### src/hw/rtl/assert_macros.svh
// Assertion macros shared by the RTL files of the sample set statistics block.
// Each macro expects signals named clock and reset in the including module.
`ifndef ASSERT_MACROS_SVH
`define ASSERT_MACROS_SVH

// The expression holds at every clock edge outside reset.
`define ASSERT_HOLDS(label, expr, msg) \
   label: assert property (@(posedge clock) disable iff (reset) (expr)) \
      else $error(msg);

// Whenever the antecedent holds, the consequent holds in the same cycle.
`define ASSERT_IMPLIES(label, ante, cons, msg) \
   label: assert property (@(posedge clock) disable iff (reset) (ante) |-> (cons)) \
      else $error(msg);

// Whenever the antecedent holds, the consequent holds in the next cycle.
`define ASSERT_NEXT(label, ante, cons, msg) \
   label: assert property (@(posedge clock) disable iff (reset) (ante) |=> (cons)) \
      else $error(msg);

`endif

### src/hw/rtl/ssstat_pkg.sv
// Types and constants shared by the sample set statistics block.
`default_nettype none

package ssstat_pkg;

   localparam int SAMPLE_W = 32;
   localparam int COUNT_W  = 9;
   localparam int DIV_W    = 64;

   typedef struct packed {
      logic [SAMPLE_W-1:0] sample;
      logic                last;
   } ssstat_req_type;

   typedef struct packed {
      logic [SAMPLE_W-1:0] mean;
      logic [SAMPLE_W-1:0] minimum;
      logic [SAMPLE_W-1:0] maximum;
      logic [SAMPLE_W-1:0] std_dev;
      logic [COUNT_W-1:0]  sample_count;
      logic                overflowed;
   } ssstat_rsp_type;

   typedef struct packed {
      logic busy;
      logic done;
   } ssstat_div_stat_type;

endpackage

`default_nettype wire

### src/hw/rtl/ssstat_div.sv
// Shared restoring divider, one quotient bit per cycle.
`default_nettype none
`include "assert_macros.svh"

module ssstat_div
   import ssstat_pkg::*;
#(
   parameter int DIVISOR_W = 9
) (
   input  wire logic                 clock,
   input  wire logic                 reset,
   input  wire logic                 start,
   input  wire logic [DIV_W-1:0]     dividend,
   input  wire logic [DIVISOR_W-1:0] divisor,
   output      logic [DIV_W-1:0]     quotient,
   output      ssstat_div_stat_type  stat
);

   localparam int STEP_W = $clog2(DIV_W);

   logic                 busy_ff, busy_in;
   logic                 done_ff, done_in;
   logic [STEP_W-1:0]    step_ff, step_in;
   logic [DIVISOR_W-1:0] rem_ff, rem_in;
   logic [DIVISOR_W-1:0] divisor_ff, divisor_in;
   logic [DIV_W-1:0]     quo_ff, quo_in;
   logic [DIVISOR_W:0]   trial;
   logic [DIVISOR_W:0]   diff;
   logic                 ge;

   always_comb begin
      busy_in    = busy_ff;
      done_in    = 1'b0;
      step_in    = step_ff;
      rem_in     = rem_ff;
      divisor_in = divisor_ff;
      quo_in     = quo_ff;
      // Bring down the next dividend bit and try to subtract the divisor.
      trial = {rem_ff, quo_ff[DIV_W-1]};
      diff  = trial - {1'b0, divisor_ff};
      ge    = (trial >= {1'b0, divisor_ff});
      if (start) begin
         busy_in    = 1'b1;
         step_in    = '0;
         rem_in     = '0;
         divisor_in = divisor;
         quo_in     = dividend;
      end else if (busy_ff) begin
         rem_in  = ge ? diff[DIVISOR_W-1:0] : trial[DIVISOR_W-1:0];
         quo_in  = {quo_ff[DIV_W-2:0], ge};
         step_in = step_ff + 1'b1;
         if (step_ff == STEP_W'(DIV_W - 1)) begin
            busy_in = 1'b0;
            done_in = 1'b1;
         end
      end
   end

   always_ff @(posedge clock) begin
      if (reset) begin
         busy_ff <= 1'b0;
         done_ff <= 1'b0;
         step_ff <= '0;
      end else begin
         busy_ff <= busy_in;
         done_ff <= done_in;
         step_ff <= step_in;
      end
      rem_ff     <= rem_in;
      divisor_ff <= divisor_in;
      quo_ff     <= quo_in;
   end

   assign quotient  = quo_ff;
   assign stat.busy = busy_ff;
   assign stat.done = done_ff;

   `ASSERT_IMPLIES(a_start_idle, start, !busy_ff, "divider started while busy")
   `ASSERT_NEXT(a_start_busy, start, busy_ff, "divider did not begin after start")
   `ASSERT_IMPLIES(a_done_idle, done_ff, !busy_ff, "divider done while still busy")

endmodule

`default_nettype wire

### config.mk
export PLATFORM = sky130hd
export DESIGN_NAME = ssstat_div
export DESIGN_NICKNAME = d
export VERILOG_FILES = /design/src/hw/rtl/ssstat_pkg.sv /design/src/hw/rtl/ssstat_div.sv
export VERILOG_INCLUDE_DIRS = /design/src /design/src/hw/rtl
export SDC_FILE = /design/constraint.sdc
export NUM_CORES = 1
export LEC_CHECK = 0
export BUFFER_PORTS_ARGS = -buffer_cell sky130_fd_sc_hd__buf_2
export CAP_MARGIN = 20
export CORE_ASPECT_RATIO = 0.7
export CORE_MARGIN = 3
export CORE_UTILIZATION = 35
export DETAILED_ROUTE_END_ITERATION = 7
export PLACE_DENSITY = 0.67
export SLEW_MARGIN = 20
export SYNTH_ARGS = -nofsm -noshare
export SYNTH_HDL_FRONTEND = slang
export SYNTH_SLANG_ARGS = --single-unit
export TNS_END_PERCENT = 5
### constraint.sdc
create_clock -name clock -period 6.2 [get_ports clock]
set_input_delay 0.31 -clock clock [delete_from_list [all_inputs] [get_ports clock]]
set_output_delay 0.31 -clock clock [all_outputs]
set_load 0.1 [all_outputs]
==> flow_summary.yaml <==
outcome:
  run_status: "complete, no violations"
cts:
  path_clk_slew_ps: 60
  cts_tree: "yes"
  cts_resized: 0
  postCtsSetupBuffers: 0
  cts_sinks: 90
  cts-root-buf: "clkbuf_16"
  numCtsBuffers: 9
  clk_latency_ps: 330
  cts_hold_buf: 0
  htree_levels: 3
  clockBufferDepth: 2
grt:
  grt_overflow: 0
  grt_pass1_wl_mm: 14.8
  grt_max_degree: 58
  first_global_vias: 2969
  antenna_found_initial: 0
  grt_usage_pct: 14.1
sta:
  min_period_ps: 2630
  fin_crit_sh_pct: 42.4
  hold_viol: 0
  tightest_slew_ps: 709
  slew_violations: 0
  finalWorstSetupSlack_ps: 3570
  rsz0062_at_grt: "false"
  max-slew-margin-rel_pct: 52.7
  clock_skew_ps: 4.40
  setup_viol: 0
  fmax_mhz: 380
  finalSetupTns_ps: 0
final_layout:
  fillers: 1046
  antenna_cells: 0
  syn_to_final_growth_pct: 27.4
  drive_gt1_share_pct: 51.5
  layout.nets: 521
worst_setup_path:
  rrSetupSlack_ps: 3570
  r2r-end: "rem_ff[4]"
  rr_worst_depth: 9
  critical_path.endpoint_type: "flip-flop"
  critPathArrivalTime_ps: 2810
  critPathLaunchType: "flip-flop"
  r2r_start: "quotient[63]"
  required_ps: 6380
  crit_type: "flip-flop to flip-flop"
  crit_fanout: 14
logic_synthesis:
  yosysSeqAreaShare_pct: 60.8
  synth.distinct_cells: 39
  synth.avg_cell_area_sq_um: 14.1
  synth_seq_cells: 90
  synthCells: 295
  yosys_warnings: 0
  synth_nets: 382
  synthesis.area_sq_um: 4160
placed_design:
  dp_slack_ps: 3550
  dpl.hpwl_mm: 6.62
  routabilityCongestion: 0.870
  port_buffers: 141
routing:
  vias: 2883
  drt_iter0_drc: 143
  ant_nets: 0
  via_per_inst: 4.87
  wire_per_inst_um: 15.6
  first_pass_iters: 5
  drc: 0
  finalWirelength_mm: 9.23
pwr:
  power_mw: 1.86
  p_leak_nw: 2.21
  ir_worst_vdd_mv: 0.156
  powerDensity_nw_per_um2: 351
hold_path:
  hold_path_class: "input port to flip-flop"
  min_from: "divisor[1]"
  worstHoldPathCells: 1
  hold_end: "divisor_ff[1]"
floorplan:
  die_area_sq_um: 13300
  core-area_sq_um: 11300
  rows: 32
  die_y_um: 97.2
  ios: 142
  die-width_um: 136
  start_util_pct: 36.9
flow_run:
  drv_cap: 0
worst max path at each step:
stage,cells past startpoint,endpoint,start,slack [ps]
floorplan,10,rem_ff[0],quotient[63],3360
global placement,9,rem_ff[1],quotient[63],3690
detailed placement,9,rem_ff[4],quotient[63],3550
CTS,9,rem_ff[4],quotient[63],3540
global route,9,rem_ff[4],quotient[63],3310
finish,9,rem_ff[4],quotient[63],3570
power by group:
part / switching [mW] / leakage [nW] / internal (mW)
clock network: 0.211 / 0.141 / 0.324
logic: 0.443 / 1.20 / 0.129
registers: 0.0305 / 0.871 / 0.724
total: 0.685 / 2.21 / 1.18
cell usage in the layout (no fill, tap or decap), types with 9 or more instances in the layout:
master / netlist / final
nor2_1: 21 / 21
ha_1: 10 / 10
nand2_1: 11 / 11
mux2i_1: 10 / 10
edfxtp_1: 73 / 73
buf_2: 1 / 140
dfxtp_1: 17 / 17
clkbuf_16: 0 / 9
inv_1: 12 / 12
mux2_2: 63 / 63
state kept, by name, indices dropped and copies added (netlist names):
| name | cells |
|---|---|
| busy_ff | 1 |
| divisor_ff | 9 |
| quotient | 64 |
| done_ff | 1 |
| rem_ff | 9 |
| step_ff | 6 |
per-stage QoR:
stage / util (%) / cell area [sq um] / instances / hold slack, ps
after floorplan: - / 4160 / 295 / 382
after global placement: 44.4 / 5010 / 576 / 464
after detailed placement: 44.4 / 5010 / 576 / 474
after CTS: 47.0 / 5300 / 592 / 141
after global routing: 47.0 / 5300 / 592 / 144
final: 47.0 / 5300 / 592 / 156
cell usage after synthesis, drive strengths merged:
cell     number  share of area [%]
o21ai         4               0.48
mux2i        10                2.4
or3           3               0.45
o2111ai       1               0.21
nor4          1               0.15
nand3         2               0.24
o21a          1               0.18
nand2        11               0.99
fa            1               0.48
inv          12                1.1
and2          1               0.15
nand4b        1               0.21
nor2         21                1.9
o21bai        1               0.18
o211a         1               0.24
ha           10                3.0
edfxtp       73                 53
and2b         1               0.18
or2           4               0.60
a211oi        7                1.3
a311oi        4               0.99
dfxtp        17                8.2
mux2         63                 17
and3          1               0.15
nand4         2               0.30
nand3b        3               0.54
nand2b        1               0.15
a21o          2               0.36
o211ai        3               0.54
nor4b         1               0.21
a31o          1               0.21
a21oi         7               0.84
xnor2         2               0.42
xor2          6                1.3
buf           6               0.84
clkbuf       10               0.90
worst max-delay path, cell delays in order, from the launching register on:
cell	delay, ps
edfxtp_1	410
inv_1	80
ha_1	160
inv_1	50
fa_1	390
a211oi_1	390
o21a_1	250
o211a_2	420
mux2i_1	250
a211oi_1	90
routing by layer:
layer / routed length [um] / track usage [%] / vias to the layer above
met5: 0 / 0 / -
li1: - / - / 1384
met2: 4150 / 21.7 / 108
met4: 61 / 3.72 / 0
met3: 703 / 5.02 / 4
met1: 4320 / 18.9 / 1387
area by class of cell:
type	instances	area (sq um)	share of cell area [%]
repair buffers	144	731	13.8
inverters	12	45.0	0.849
well taps	153	191	3.61
clock buffers	14	254	4.79
flip-flops and latches	90	2530	47.8
multi-input cells	177	1510	28.5
clock inverters	2	36.3	0.684
cell families after synthesis:
family,share of synthesized area (%)
flops,60.8
mux,19.4
simple gates,6.22
compound gates,5.50
buf+inv,2.83
fa+ha+maj,3.49
xor+xnor,1.68
Note: power is estimated with default switching activity, not from simulation.
